==> config.mk <==
export PLATFORM = sky130hd
export DESIGN_NAME = audio_fade_dehiss_chain_core
export DESIGN_NICKNAME = d
export VERILOG_FILES = /design/src/design/afdc_pkg.sv /design/src/design/afdc_mul.sv /design/src/design/afdc_div.sv /design/src/design/audio_fade_dehiss_chain_core.sv
export SDC_FILE = /design/constraint.sdc
export NUM_CORES = 2
export LEC_CHECK = 0
export BUFFER_PORTS_ARGS = -buffer_cell sky130_fd_sc_hd__buf_4
export CORE_UTILIZATION = 55
export DETAILED_ROUTE_END_ITERATION = 7
export PLACE_DENSITY = 0.75
export SYNTH_ARGS = -nofsm -noshare
export SYNTH_HDL_FRONTEND = slang
export SYNTH_HIERARCHICAL = 1
export SYNTH_SLANG_ARGS = --single-unit
export TNS_END_PERCENT = 1
==> constraint.sdc <==
create_clock -name clk -period 11.4 [get_ports clk]
set_input_delay 1.71 -clock clk [delete_from_list [all_inputs] [get_ports clk]]
set_output_delay 1.71 -clock clk [all_outputs]
set_load 0.1 [all_outputs]
==> src/design/afdc_pkg.sv <==
// ----------------------------------------------------------------------------
// afdc_pkg - shared definitions for the audio fade / dehiss chain
// Field widths, register indices, reset values, FSM states and helpers.
// ----------------------------------------------------------------------------
package afdc_pkg;

    localparam int COUNT_WIDTH_DEF = 24;

    localparam int SAMPLE_W = 16;
    localparam int SLOT_W   = 32;
    localparam int TOTAL_W  = 24;
    localparam int FADE_W   = 16;
    localparam int COEFF_W  = 15;
    localparam int LPDIV_W  = 8;
    localparam int THR_W    = 15;
    localparam int Q15_FRAC = 15;

    localparam int CFG_IDX_W  = 3;
    localparam int CFG_DATA_W = 24;

    // serial arithmetic units
    localparam int MUL_A_W   = 32;
    localparam int MUL_B_W   = 16;
    localparam int DIV_N_W   = 48;
    localparam int DIV_D_W   = 16;
    localparam int DIV_LEN_W = $clog2(DIV_N_W + 1);

    localparam logic [DIV_D_W-1:0] Q15_ONE = 16'd32767;

    // register indices
    localparam logic [CFG_IDX_W-1:0] REG_TOTAL_SAMPLES  = 3'd0;
    localparam logic [CFG_IDX_W-1:0] REG_FADE_LENGTH    = 3'd1;
    localparam logic [CFG_IDX_W-1:0] REG_CLEANUP_ENABLE = 3'd2;
    localparam logic [CFG_IDX_W-1:0] REG_DC_COEFF       = 3'd3;
    localparam logic [CFG_IDX_W-1:0] REG_LP_DIVISOR     = 3'd4;
    localparam logic [CFG_IDX_W-1:0] REG_GATE_THRESHOLD = 3'd5;

    // reset values
    localparam logic [TOTAL_W-1:0] TOTAL_RESET   = 24'd0;
    localparam logic [FADE_W-1:0]  FADE_RESET    = 16'd441;
    localparam logic               CLEANUP_RESET = 1'b1;
    localparam logic [COEFF_W-1:0] DC_RESET      = 15'd32604;
    localparam logic [LPDIV_W-1:0] LPDIV_RESET   = 8'd4;
    localparam logic [THR_W-1:0]   THR_RESET     = 15'd80;

    typedef struct packed {
        logic                 start;
        logic [DIV_LEN_W-1:0] len;
    } div_req_t;

    typedef enum logic [3:0] {
        ST_IDLE,
        ST_CHECK,
        ST_SELECT,
        ST_GAIN_DIV,
        ST_FADE_MUL,
        ST_FADE_DIV,
        ST_POST_FADE,
        ST_HP_MUL,
        ST_HP_DIV,
        ST_HP_SUM,
        ST_LP_START,
        ST_LP_DIV,
        ST_LP_SUM,
        ST_GATE,
        ST_OUT
    } state_t;

    function automatic logic signed [31:0] sat32(input logic signed [34:0] v);
        logic signed [31:0] r;
        if (v > 35'sd2147483647)
        begin
            r = 32'sh7FFF_FFFF;
        end
        else if (v < -35'sd2147483648)
        begin
            r = 32'sh8000_0000;
        end
        else
        begin
            r = $signed(v[31:0]);
        end
        return r;
    endfunction

endpackage

==> src/design/afdc_mul.sv <==
// ----------------------------------------------------------------------------
// afdc_mul - bit-serial unsigned multiplier
// Shift-add, one multiplier bit per cycle; done pulses when product is final.
// ----------------------------------------------------------------------------
module afdc_mul (
    input  logic                                          clk,
    input  logic                                          rst_n,
    input  logic                                          start,
    input  logic [afdc_pkg::MUL_A_W-1:0]                  a,
    input  logic [afdc_pkg::MUL_B_W-1:0]                  b,
    output logic                                          done,
    output logic [afdc_pkg::MUL_A_W+afdc_pkg::MUL_B_W-1:0] product
);
    import afdc_pkg::*;

    localparam int CNT_W = $clog2(MUL_B_W + 1);

    logic [MUL_A_W-1:0] a_reg;
    logic [MUL_A_W-1:0] hi_reg;
    logic [MUL_B_W-1:0] lo_reg;
    logic [CNT_W-1:0]   cnt_reg;
    logic               busy_reg;
    logic               done_reg;
    logic [MUL_A_W-1:0] addend;
    logic [MUL_A_W:0]   sum;

    assign addend = lo_reg[0] ? a_reg : '0;
    assign sum    = {1'b0, hi_reg} + {1'b0, addend};

    always_ff @(posedge clk or negedge rst_n)
    begin
        if (!rst_n)
        begin
            busy_reg <= 1'b0;
            done_reg <= 1'b0;
            cnt_reg  <= '0;
        end
        else
        begin
            done_reg <= 1'b0;
            if (start)
            begin
                busy_reg <= 1'b1;
                cnt_reg  <= CNT_W'(MUL_B_W);
            end
            else if (busy_reg)
            begin
                cnt_reg <= cnt_reg - 1'b1;
                if (cnt_reg == CNT_W'(1))
                begin
                    busy_reg <= 1'b0;
                    done_reg <= 1'b1;
                end
            end
        end
    end

    // operand / accumulator shift chain
    always_ff @(posedge clk)
    begin
        if (start)
        begin
            a_reg  <= a;
            hi_reg <= '0;
            lo_reg <= b;
        end
        else if (busy_reg)
        begin
            hi_reg <= sum[MUL_A_W:1];
            lo_reg <= {sum[0], lo_reg[MUL_B_W-1:1]};
        end
    end

    assign done    = done_reg;
    assign product = {hi_reg, lo_reg};

endmodule

==> src/design/afdc_div.sv <==
// ----------------------------------------------------------------------------
// afdc_div - bit-serial restoring divider
// Dividend is left-aligned; len quotient bits are produced, one per cycle.
// ----------------------------------------------------------------------------
module afdc_div (
    input  logic                          clk,
    input  logic                          rst_n,
    input  afdc_pkg::div_req_t            req,
    input  logic [afdc_pkg::DIV_N_W-1:0]  dividend,
    input  logic [afdc_pkg::DIV_D_W-1:0]  divisor,
    output logic                          done,
    output logic [afdc_pkg::DIV_N_W-1:0]  quotient
);
    import afdc_pkg::*;

    logic [DIV_N_W-1:0]   num_reg;
    logic [DIV_N_W-1:0]   quo_reg;
    logic [DIV_D_W-1:0]   den_reg;
    logic [DIV_D_W-1:0]   rem_reg;
    logic [DIV_LEN_W-1:0] cnt_reg;
    logic                 busy_reg;
    logic                 done_reg;
    logic [DIV_D_W:0]     trial;
    logic [DIV_D_W:0]     diff;
    logic                 fits;

    assign trial = {rem_reg, num_reg[DIV_N_W-1]};
    assign diff  = trial - {1'b0, den_reg};
    assign fits  = (trial >= {1'b0, den_reg});

    always_ff @(posedge clk or negedge rst_n)
    begin
        if (!rst_n)
        begin
            busy_reg <= 1'b0;
            done_reg <= 1'b0;
            cnt_reg  <= '0;
        end
        else
        begin
            done_reg <= 1'b0;
            if (req.start)
            begin
                busy_reg <= 1'b1;
                cnt_reg  <= req.len;
            end
            else if (busy_reg)
            begin
                cnt_reg <= cnt_reg - 1'b1;
                if (cnt_reg == DIV_LEN_W'(1))
                begin
                    busy_reg <= 1'b0;
                    done_reg <= 1'b1;
                end
            end
        end
    end

    always_ff @(posedge clk)
    begin
        if (req.start)
        begin
            num_reg <= dividend;
            den_reg <= divisor;
            rem_reg <= '0;
            quo_reg <= '0;
        end
        else if (busy_reg)
        begin
            rem_reg <= fits ? diff[DIV_D_W-1:0] : trial[DIV_D_W-1:0];
            quo_reg <= {quo_reg[DIV_N_W-2:0], fits};
            num_reg <= {num_reg[DIV_N_W-2:0], 1'b0};
        end
    end

    assign done     = done_reg;
    assign quotient = quo_reg;

endmodule

==> src/design/audio_fade_dehiss_chain_core.sv <==
// ----------------------------------------------------------------------------
// audio_fade_dehiss_chain_core - clip edge fade with DC blocker, low-pass,
// noise gate and clamp, one mono sample in, one stereo slot pair out.
// Throughput: one item at a time; a new sample is accepted only once the last
// result is in the output register. Processing time is set by the single
// bit-serial divider (one quotient bit per cycle) and the bit-serial
// multiplier.
// Reset: rst_n clears index, filter state, FSM and output valid and loads
// the register defaults.
// ----------------------------------------------------------------------------
module audio_fade_dehiss_chain_core #(
    parameter int COUNT_WIDTH = afdc_pkg::COUNT_WIDTH_DEF
) (
    input  logic                                clk,
    input  logic                                rst_n,
    // input stream
    input  logic                                s_axis_tvalid,
    output logic                                s_axis_tready,
    input  logic [afdc_pkg::SAMPLE_W-1:0]       s_axis_tdata,   // [15:0] sample_in
    input  logic [0:0]                          s_axis_tuser,   // [0] first_of_clip
    // output stream
    output logic                                m_axis_tvalid,
    input  logic                                m_axis_tready,
    output logic [2*afdc_pkg::SLOT_W-1:0]       m_axis_tdata,   // [31:0] left_slot,
                                                                // [63:32] right_slot
    output logic                                m_axis_tlast,   // clip_end
    // register write channel
    input  logic                                cfg_valid,
    output logic                                cfg_ready,
    input  logic [afdc_pkg::CFG_IDX_W-1:0]      cfg_index,
    input  logic [afdc_pkg::CFG_DATA_W-1:0]     cfg_data
);
    import afdc_pkg::*;

    // common width for comparing the index against the clip length
    localparam int IW = (COUNT_WIDTH > TOTAL_W) ? COUNT_WIDTH : TOTAL_W;
    localparam int GAIN_NUM_W = FADE_W + Q15_FRAC;   // n * 32767
    localparam int FPROD_W    = SAMPLE_W + Q15_FRAC; // |s| * gain
    localparam int HPROD_W    = SLOT_W + COEFF_W;    // |y_prev| * coeff
    localparam int LPMAG_W    = SLOT_W + 1;          // |y_hp - z_prev|

    // ------------------------------------------------------------------------
    // Registers
    // ------------------------------------------------------------------------
    state_t state_reg, state_next;

    logic [TOTAL_W-1:0] total_samples_reg;
    logic [FADE_W-1:0]  fade_length_reg;
    logic               cleanup_enable_reg;
    logic [COEFF_W-1:0] dc_coeff_reg;
    logic [LPDIV_W-1:0] lp_divisor_reg;
    logic [THR_W-1:0]   gate_threshold_reg;

    logic [COUNT_WIDTH-1:0] sample_index_reg, sample_index_next;
    logic [COUNT_WIDTH-1:0] idx_reg, idx_next;
    logic [SAMPLE_W-1:0]    s_reg, s_next;

    logic               bypass_reg, bypass_next;
    logic               past_reg, past_next;
    logic               head_reg, head_next;
    logic               clip_end_reg, clip_end_next;
    logic [TOTAL_W-1:0] rem_reg, rem_next;
    logic               neg_reg, neg_next;

    logic signed [SAMPLE_W-1:0] faded_reg, faded_next;
    logic signed [SLOT_W:0]     term_reg, term_next;
    logic signed [SLOT_W+1:0]   step_reg, step_next;
    logic signed [SAMPLE_W-1:0] result_reg, result_next;

    logic signed [SAMPLE_W-1:0] hp_prev_input_reg, hp_prev_input_next;
    logic signed [SLOT_W-1:0]   hp_prev_output_reg, hp_prev_output_next;
    logic signed [SLOT_W-1:0]   lp_prev_output_reg, lp_prev_output_next;

    logic                       out_valid_reg, out_valid_next;
    logic [SAMPLE_W-1:0]        out_sample_reg, out_sample_next;
    logic                       out_last_reg, out_last_next;

    // ------------------------------------------------------------------------
    // Serial units
    // ------------------------------------------------------------------------
    logic                          mul_start;
    logic [MUL_A_W-1:0]            mul_a;
    logic [MUL_B_W-1:0]            mul_b;
    logic                          mul_done;
    logic [MUL_A_W+MUL_B_W-1:0]    mul_product;

    div_req_t                      div_req;
    logic [DIV_N_W-1:0]            div_dividend;
    logic [DIV_D_W-1:0]            div_divisor;
    logic                          div_done;
    logic [DIV_N_W-1:0]            div_quotient;

    afdc_mul u_mul (
        .clk     (clk),
        .rst_n   (rst_n),
        .start   (mul_start),
        .a       (mul_a),
        .b       (mul_b),
        .done    (mul_done),
        .product (mul_product)
    );

    afdc_div u_div (
        .clk      (clk),
        .rst_n    (rst_n),
        .req      (div_req),
        .dividend (div_dividend),
        .divisor  (div_divisor),
        .done     (div_done),
        .quotient (div_quotient)
    );

    // ------------------------------------------------------------------------
    // Register writes (taken any time, only meaningful while idle)
    // ------------------------------------------------------------------------
    assign cfg_ready = 1'b1;

    always_ff @(posedge clk or negedge rst_n)
    begin
        if (!rst_n)
        begin
            total_samples_reg  <= TOTAL_RESET;
            fade_length_reg    <= FADE_RESET;
            cleanup_enable_reg <= CLEANUP_RESET;
            dc_coeff_reg       <= DC_RESET;
            lp_divisor_reg     <= LPDIV_RESET;
            gate_threshold_reg <= THR_RESET;
        end
        else if (cfg_valid)
        begin
            unique case (cfg_index)
                REG_TOTAL_SAMPLES:  total_samples_reg  <= cfg_data[TOTAL_W-1:0];
                REG_FADE_LENGTH:    fade_length_reg    <= cfg_data[FADE_W-1:0];
                REG_CLEANUP_ENABLE: cleanup_enable_reg <= cfg_data[0];
                REG_DC_COEFF:       dc_coeff_reg       <= cfg_data[COEFF_W-1:0];
                REG_LP_DIVISOR:     lp_divisor_reg     <= cfg_data[LPDIV_W-1:0];
                REG_GATE_THRESHOLD: gate_threshold_reg <= cfg_data[THR_W-1:0];
                default: ;
            endcase
        end
    end

    // ------------------------------------------------------------------------
    // Datapath helpers
    // ------------------------------------------------------------------------
    // index for the incoming item: first-of-clip restarts at zero
    logic [COUNT_WIDTH-1:0] idx_cur, idx_inc;
    assign idx_cur = s_axis_tuser[0] ? '0 : sample_index_reg;
    assign idx_inc = (&idx_cur) ? idx_cur : idx_cur + 1'b1;   // saturate

    // fade window checks
    logic [IW-1:0]      idx_ext, tot_ext;
    logic               fade_bypass, past_end, in_head, clip_hit;
    logic [TOTAL_W-1:0] rem_cur;
    assign idx_ext     = IW'(idx_reg);
    assign tot_ext     = IW'(total_samples_reg);
    assign fade_bypass = (total_samples_reg == '0) || (fade_length_reg == '0);
    assign past_end    = (idx_ext >= tot_ext);
    assign in_head     = (idx_ext < IW'(fade_length_reg));
    assign rem_cur     = total_samples_reg - idx_ext[TOTAL_W-1:0];
    assign clip_hit    = (total_samples_reg != '0) && (idx_ext == tot_ext - IW'(1));

    // gain numerator: the smaller ramp position gives the smaller gain
    logic                  in_tail;
    logic [TOTAL_W-1:0]    rem_m1;
    logic [FADE_W-1:0]     head_n, tail_n, n_sel;
    logic [GAIN_NUM_W-1:0] gain_num;
    assign in_tail  = (rem_reg <= TOTAL_W'(fade_length_reg));
    assign rem_m1   = rem_reg - 1'b1;
    assign head_n   = idx_reg[FADE_W-1:0];
    assign tail_n   = rem_m1[FADE_W-1:0];
    assign n_sel    = (head_reg && in_tail) ? ((head_n < tail_n) ? head_n : tail_n)
                    : (head_reg ? head_n : tail_n);
    assign gain_num = {n_sel, {Q15_FRAC{1'b0}}} - GAIN_NUM_W'(n_sel);

    // sign / magnitude views
    logic [SAMPLE_W:0]   s_ext, s_mag;
    logic [SLOT_W-1:0]   hp_mag;
    assign s_ext  = {s_reg[SAMPLE_W-1], s_reg};
    assign s_mag  = s_reg[SAMPLE_W-1] ? ((SAMPLE_W+1)'(0) - s_ext) : s_ext;
    assign hp_mag = hp_prev_output_reg[SLOT_W-1] ? (SLOT_W'(0) - $unsigned(hp_prev_output_reg))
                                                  : $unsigned(hp_prev_output_reg);

    // quotient back to signed values
    logic [SAMPLE_W-1:0] q16;
    logic [SLOT_W:0]     q33;
    logic [SLOT_W+1:0]   q34;
    assign q16 = div_quotient[SAMPLE_W-1:0];
    assign q33 = {1'b0, div_quotient[SLOT_W-1:0]};
    assign q34 = {1'b0, div_quotient[LPMAG_W-1:0]};

    // DC blocker sum
    logic signed [SLOT_W+2:0] hp_sum;
    assign hp_sum = (SLOT_W+3)'(faded_reg) - (SLOT_W+3)'(hp_prev_input_reg)
                  + (SLOT_W+3)'(term_reg);

    // low-pass difference and update
    logic signed [SLOT_W:0]   lp_diff;
    logic [LPMAG_W-1:0]       lp_mag;
    logic [DIV_D_W-1:0]       lp_div;
    logic signed [SLOT_W+2:0] lp_sum;
    assign lp_diff = (SLOT_W+1)'(hp_prev_output_reg) - (SLOT_W+1)'(lp_prev_output_reg);
    assign lp_mag  = lp_diff[SLOT_W] ? (LPMAG_W'(0) - $unsigned(lp_diff)) : $unsigned(lp_diff);
    assign lp_div  = (lp_divisor_reg == '0) ? DIV_D_W'(1) : DIV_D_W'(lp_divisor_reg);
    assign lp_sum  = (SLOT_W+3)'(lp_prev_output_reg) + (SLOT_W+3)'(step_reg);

    // gate and clamp on the stored low-pass output
    logic signed [SLOT_W:0]     thr_s, y_ext;
    logic                       gate_hit;
    logic signed [SAMPLE_W-1:0] gated;
    assign thr_s    = $signed({{(SLOT_W+1-THR_W){1'b0}}, gate_threshold_reg});
    assign y_ext    = (SLOT_W+1)'(lp_prev_output_reg);
    assign gate_hit = (y_ext > -thr_s) && (y_ext < thr_s);
    always_comb
    begin
        if (gate_hit)
        begin
            gated = '0;
        end
        else if (y_ext > 33'sd32767)
        begin
            gated = 16'sh7FFF;
        end
        else if (y_ext < -33'sd32768)
        begin
            gated = 16'sh8000;
        end
        else
        begin
            gated = $signed(lp_prev_output_reg[SAMPLE_W-1:0]);
        end
    end

    // ------------------------------------------------------------------------
    // Sequencer
    // ------------------------------------------------------------------------
    always_ff @(posedge clk or negedge rst_n)
    begin
        if (!rst_n)
        begin
            state_reg          <= ST_IDLE;
            sample_index_reg   <= '0;
            hp_prev_input_reg  <= '0;
            hp_prev_output_reg <= '0;
            lp_prev_output_reg <= '0;
            out_valid_reg      <= 1'b0;
        end
        else
        begin
            state_reg          <= state_next;
            sample_index_reg   <= sample_index_next;
            hp_prev_input_reg  <= hp_prev_input_next;
            hp_prev_output_reg <= hp_prev_output_next;
            lp_prev_output_reg <= lp_prev_output_next;
            out_valid_reg      <= out_valid_next;
        end
    end

    // working payload, no reset needed
    always_ff @(posedge clk)
    begin
        idx_reg        <= idx_next;
        s_reg          <= s_next;
        bypass_reg     <= bypass_next;
        past_reg       <= past_next;
        head_reg       <= head_next;
        clip_end_reg   <= clip_end_next;
        rem_reg        <= rem_next;
        neg_reg        <= neg_next;
        faded_reg      <= faded_next;
        term_reg       <= term_next;
        step_reg       <= step_next;
        result_reg     <= result_next;
        out_sample_reg <= out_sample_next;
        out_last_reg   <= out_last_next;
    end

    always_comb
    begin
        state_next          = state_reg;
        sample_index_next   = sample_index_reg;
        idx_next            = idx_reg;
        s_next              = s_reg;
        bypass_next         = bypass_reg;
        past_next           = past_reg;
        head_next           = head_reg;
        clip_end_next       = clip_end_reg;
        rem_next            = rem_reg;
        neg_next            = neg_reg;
        faded_next          = faded_reg;
        term_next           = term_reg;
        step_next           = step_reg;
        result_next         = result_reg;
        hp_prev_input_next  = hp_prev_input_reg;
        hp_prev_output_next = hp_prev_output_reg;
        lp_prev_output_next = lp_prev_output_reg;
        out_valid_next      = out_valid_reg;
        out_sample_next     = out_sample_reg;
        out_last_next       = out_last_reg;

        mul_start    = 1'b0;
        mul_a        = '0;
        mul_b        = '0;
        div_req      = '0;
        div_dividend = '0;
        div_divisor  = '0;

        // output register drains independently of the sequencer
        if (out_valid_reg && m_axis_tready)
        begin
            out_valid_next = 1'b0;
        end

        unique case (state_reg)
            ST_IDLE:
            begin
                if (s_axis_tvalid)
                begin
                    s_next            = s_axis_tdata;
                    idx_next          = idx_cur;
                    sample_index_next = idx_inc;
                    if (s_axis_tuser[0])
                    begin
                        hp_prev_input_next  = '0;
                        hp_prev_output_next = '0;
                        lp_prev_output_next = '0;
                    end
                    state_next = ST_CHECK;
                end
            end

            ST_CHECK:
            begin
                bypass_next   = fade_bypass;
                past_next     = past_end;
                head_next     = in_head;
                rem_next      = rem_cur;
                clip_end_next = clip_hit;
                state_next    = ST_SELECT;
            end

            ST_SELECT:
            begin
                if (bypass_reg)
                begin
                    faded_next = $signed(s_reg);
                    state_next = ST_POST_FADE;
                end
                else if (past_reg)
                begin
                    faded_next = '0;
                    state_next = ST_POST_FADE;
                end
                else if (!head_reg && !in_tail)
                begin
                    // full gain is exact
                    faded_next = $signed(s_reg);
                    state_next = ST_POST_FADE;
                end
                else
                begin
                    div_req.start = 1'b1;
                    div_req.len   = DIV_LEN_W'(GAIN_NUM_W);
                    div_dividend  = {gain_num, {(DIV_N_W-GAIN_NUM_W){1'b0}}};
                    div_divisor   = fade_length_reg;
                    state_next    = ST_GAIN_DIV;
                end
            end

            ST_GAIN_DIV:
            begin
                if (div_done)
                begin
                    mul_start  = 1'b1;
                    mul_a      = MUL_A_W'(s_mag);
                    mul_b      = div_quotient[MUL_B_W-1:0];
                    neg_next   = s_reg[SAMPLE_W-1];
                    state_next = ST_FADE_MUL;
                end
            end

            ST_FADE_MUL:
            begin
                if (mul_done)
                begin
                    div_req.start = 1'b1;
                    div_req.len   = DIV_LEN_W'(FPROD_W);
                    div_dividend  = {mul_product[FPROD_W-1:0], {(DIV_N_W-FPROD_W){1'b0}}};
                    div_divisor   = Q15_ONE;
                    state_next    = ST_FADE_DIV;
                end
            end

            ST_FADE_DIV:
            begin
                if (div_done)
                begin
                    faded_next = neg_reg ? $signed(SAMPLE_W'(0) - q16) : $signed(q16);
                    state_next = ST_POST_FADE;
                end
            end

            ST_POST_FADE:
            begin
                if (cleanup_enable_reg)
                begin
                    mul_start  = 1'b1;
                    mul_a      = hp_mag;
                    mul_b      = MUL_B_W'(dc_coeff_reg);
                    neg_next   = hp_prev_output_reg[SLOT_W-1];
                    state_next = ST_HP_MUL;
                end
                else
                begin
                    result_next = faded_reg;
                    state_next  = ST_OUT;
                end
            end

            ST_HP_MUL:
            begin
                if (mul_done)
                begin
                    div_req.start = 1'b1;
                    div_req.len   = DIV_LEN_W'(HPROD_W);
                    div_dividend  = {mul_product[HPROD_W-1:0], {(DIV_N_W-HPROD_W){1'b0}}};
                    div_divisor   = Q15_ONE;
                    state_next    = ST_HP_DIV;
                end
            end

            ST_HP_DIV:
            begin
                if (div_done)
                begin
                    term_next  = neg_reg ? $signed((SLOT_W+1)'(0) - q33) : $signed(q33);
                    state_next = ST_HP_SUM;
                end
            end

            ST_HP_SUM:
            begin
                hp_prev_output_next = sat32(hp_sum);
                hp_prev_input_next  = faded_reg;
                state_next          = ST_LP_START;
            end

            ST_LP_START:
            begin
                div_req.start = 1'b1;
                div_req.len   = DIV_LEN_W'(LPMAG_W);
                div_dividend  = {lp_mag, {(DIV_N_W-LPMAG_W){1'b0}}};
                div_divisor   = lp_div;
                neg_next      = lp_diff[SLOT_W];
                state_next    = ST_LP_DIV;
            end

            ST_LP_DIV:
            begin
                if (div_done)
                begin
                    step_next  = neg_reg ? $signed((SLOT_W+2)'(0) - q34) : $signed(q34);
                    state_next = ST_LP_SUM;
                end
            end

            ST_LP_SUM:
            begin
                lp_prev_output_next = sat32(lp_sum);
                state_next          = ST_GATE;
            end

            ST_GATE:
            begin
                result_next = gated;
                state_next  = ST_OUT;
            end

            ST_OUT:
            begin
                // output register free or emptying this cycle
                if (!out_valid_reg || m_axis_tready)
                begin
                    out_valid_next  = 1'b1;
                    out_sample_next = result_reg;
                    out_last_next   = clip_end_reg;
                    state_next      = ST_IDLE;
                end
            end

            default:
            begin
                state_next = ST_IDLE;
            end
        endcase
    end

    // ------------------------------------------------------------------------
    // Ports
    // ------------------------------------------------------------------------
    assign s_axis_tready = (state_reg == ST_IDLE);
    assign m_axis_tvalid = out_valid_reg;
    assign m_axis_tlast  = out_last_reg;
    // both slots carry the sample in their upper half
    assign m_axis_tdata  = {out_sample_reg, {(SLOT_W-SAMPLE_W){1'b0}},
                            out_sample_reg, {(SLOT_W-SAMPLE_W){1'b0}}};

    // ------------------------------------------------------------------------
    // Assertions
    // ------------------------------------------------------------------------
    // a unit result never arrives unclaimed
    a_no_stray_done: assert property (@(posedge clk) disable iff (!rst_n)
        (state_reg == ST_IDLE) |-> (!div_done && !mul_done))
        else $error("serial unit finished while sequencer idle");

    // a pending result is not overwritten
    a_out_hold: assert property (@(posedge clk) disable iff (!rst_n)
        (state_reg == ST_OUT && m_axis_tvalid && !m_axis_tready) |=> (state_reg == ST_OUT))
        else $error("result left output stage while output register full");

    // an accepted item starts the window checks
    a_accept_seq: assert property (@(posedge clk) disable iff (!rst_n)
        (s_axis_tvalid && s_axis_tready) |=> (state_reg == ST_CHECK))
        else $error("accepted item did not enter processing");

    // first-of-clip clears the filter history
    a_first_clears: assert property (@(posedge clk) disable iff (!rst_n)
        (s_axis_tvalid && s_axis_tready && s_axis_tuser[0])
        |=> (hp_prev_input_reg == '0 && hp_prev_output_reg == '0
             && lp_prev_output_reg == '0 && idx_reg == '0))
        else $error("first-of-clip did not clear filter state");

endmodule
==> flow_summary.json <==
{
  "clock-sinks": 581,
  "clkLatencyLatePin_ns": 0.62,
  "viasPerCell": 6.33,
  "cp_slowest_cell": "or4b_1",
  "crit_end": "u_div/num_reg[35]",
  "htree_levels": 3,
  "fillers": 6319,
  "critPathMaxStageDelay_ns": 0.63,
  "ant_nets": 0,
  "syn_area_mm2": 0.0415,
  "grt_pass1_vias": 31800,
  "multi_input_area_mm2": 0.0238,
  "finalCriticalPeriod_ns": 7.22,
  "end_kind": "flop",
  "drc": 0,
  "p_per_area_mw_per_mm2": 308,
  "period_share_pct": 63.3,
  "synthesis.instances": 4381,
  "final_nets": 4745,
  "start_util_pct": 55.7,
  "yosysWarningCount": 6,
  "tightest_slew_ns": 1.24,
  "cts_tree": "built",
  "worstSetupPathType": "reg2reg",
  "postLayoutCellArea_mm2": 0.0450,
  "core-area_mm2": 0.0746,
  "grt_use_total_pct": 31.8,
  "finClkSkew_ns": 0.0279,
  "rsz0062_at_grt": "false",
  "cts-buffers-inserted": 70,
  "place_congestion": 1.01,
  "die_w_um": 277,
  "cts-root-buf": "clkbuf_16",
  "dr.pass1.iters": 7,
  "slew_headroom_pct": 16.4,
  "hold_viol_final": 0,
  "dr_total_vias": 34200,
  "dpl_cell_area_mm2": 0.0428,
  "wl_met1_mm": 52.7,
  "routedWlPerCell_um": 22.9,
  "cts_resized": 0,
  "io_buffer_count": 83,
  "r2r_cells": 24,
  "crit_chain": "inv_1, ha_1, or4b_1, nor3_1, xnor2_1, inv_1, ha_1, nand3_1, nor2_1, inv_1, a2111oi_1, a311oi_4, a21o_1, mux2i_4, inv_1, ha_1, inv_1, or4_1, mux2i_1, and4b_4, nor4_1, xnor2_1, o221ai_1, mux2_2",
  "ir_worst_vdd_mv": 0.192,
  "seqCellArea_mm2": 0.0156,
  "ctsLongestPathBuffers": 3,
  "placementRows": 100,
  "cap_viol_max_count": 0,
  "highest_layer": "met4",
  "ios": 117,
  "grt_first_pass_wirelength_mm": 189,
  "cp.required_ns": 11.77,
  "start_kind": "flop",
  "wl_met2_mm": 54.6,
  "grt_start_max_net_pins": 78,
  "crit_fanout": 14,
  "leakagePower_nw": 19.0,
  "final.setup.tns_ns": 0,
  "post-cts-setup-buffer-count": 0,
  "post-dp-hpwl_mm": 93.6,
  "fmax_mhz": 139,
  "cts_hold_buf": 0,
  "die_area_mm2": 0.0766,
  "timing.rr.end": "u_div/num_reg[35]",
  "worstPathArrival_ns": 7.58,
  "clk_pin_slew_ns": 0.06,
  "antenna_found_initial": 6,
  "rr_startpoint": "rem_reg[0]",
  "ff2ff_setup_slack_ns": 4.18,
  "largest_reg_flops": 48,
  "setup.worst_path.start": "rem_reg[0]",
  "syn_avg_cell_area_um2": 9.48,
  "status": "finished, final reports clean",
  "area_growth_pct": 8.28,
  "min_path_type": "reg2reg",
  "drive_gt1_share_pct": 11.0,
  "wl_met3_mm": 11.5,
  "setup_violations": 0,
  "die_h_um": 277,
  "totalWireLength_mm": 124,
  "overflow": 0,
  "cpMostUsedCell": "inv_1",
  "drtIter0Drc": 3909,
  "slew_viol_final": 0
}
[where the power goes]
part	total [mW]	internal (mW)	switching (mW)	leakage, nW
registers	3.80	2.97	0.830	5.98
clock network	2.18	1.25	0.926	1.07
logic	7.89	3.01	4.89	12.0
total	13.9	7.23	6.65	19.0
[worst max-delay path, delay by kind of cell (launching register included)]
kind / cells / cell delay, ns
AND/OR/NAND/NOR: 7 / 2.26
AO/OA/AOI/OAI: 4 / 1.27
multiplexers: 3 / 1.12
adder cells (fa/ha/maj): 3 / 0.85
buffers and inverters: 5 / 0.59
flip-flops: 1 / 0.51
XOR/XNOR: 2 / 0.37
[worst min-delay path by stage]
stage,start,endpoint,slack [ns],depth (start not counted)
final,result_reg[13],out_sample_reg[13],0.42,0
after global routing,result_reg[2],out_sample_reg[2],0.43,0
after CTS,result_reg[13],out_sample_reg[13],0.42,0
after detailed placement,result_reg[13],out_sample_reg[13],0.40,0
after global placement,result_reg[15],out_sample_reg[15],0.40,0
after floorplan,clip_end_reg,m_axis_tlast,0.40,0
[cell type report]
| cell class | count | area share [%] |
|---|---|---|
| Multi-Input combinational cell | 3288 | 52.9 |
| Antenna cell | 1 | 0.00556 |
| Tap cell | 969 | 2.69 |
| Sequential cell | 581 | 34.8 |
| Inverter | 316 | 2.64 |
| Clock buffer | 96 | 4.32 |
| Clock inverter | 32 | 0.573 |
| Timing Repair Buffer | 123 | 2.07 |
[metrics by stage]
step	total power [mW]	hold slack (ns)	cells	setup slack, ns	util, %
floorplan	9.27	0.400	4413	5.15	-
global placement	11.4	0.404	5277	4.38	57.4
detailed placement	11.5	0.405	5277	4.32	57.4
CTS	13.7	0.418	5405	4.28	60.3
global route	14.7	0.432	5405	3.85	60.3
finish	13.9	0.417	5406	4.18	60.3
[layer usage]
layer  track usage, %  up-vias
li1                 -    16000
met1             44.6    16400
met2             49.3     1554
met3             5.02      260
met4             11.9        0
met5                0        -
[cells in the final DEF, fill, tap and decap left out, drive strengths merged, types with 96 or more instances in the layout]
cell	count
nand2	328
a21o	117
a21oi	214
buf	123
mux2	134
xnor2	193
o21ai	219
nor3	126
edfxtp	297
dfrtp	182
xor2	132
clkbuf	96
nand3	98
ha	278
nor2	286
inv	322
(Power assumes the default switching activity.)
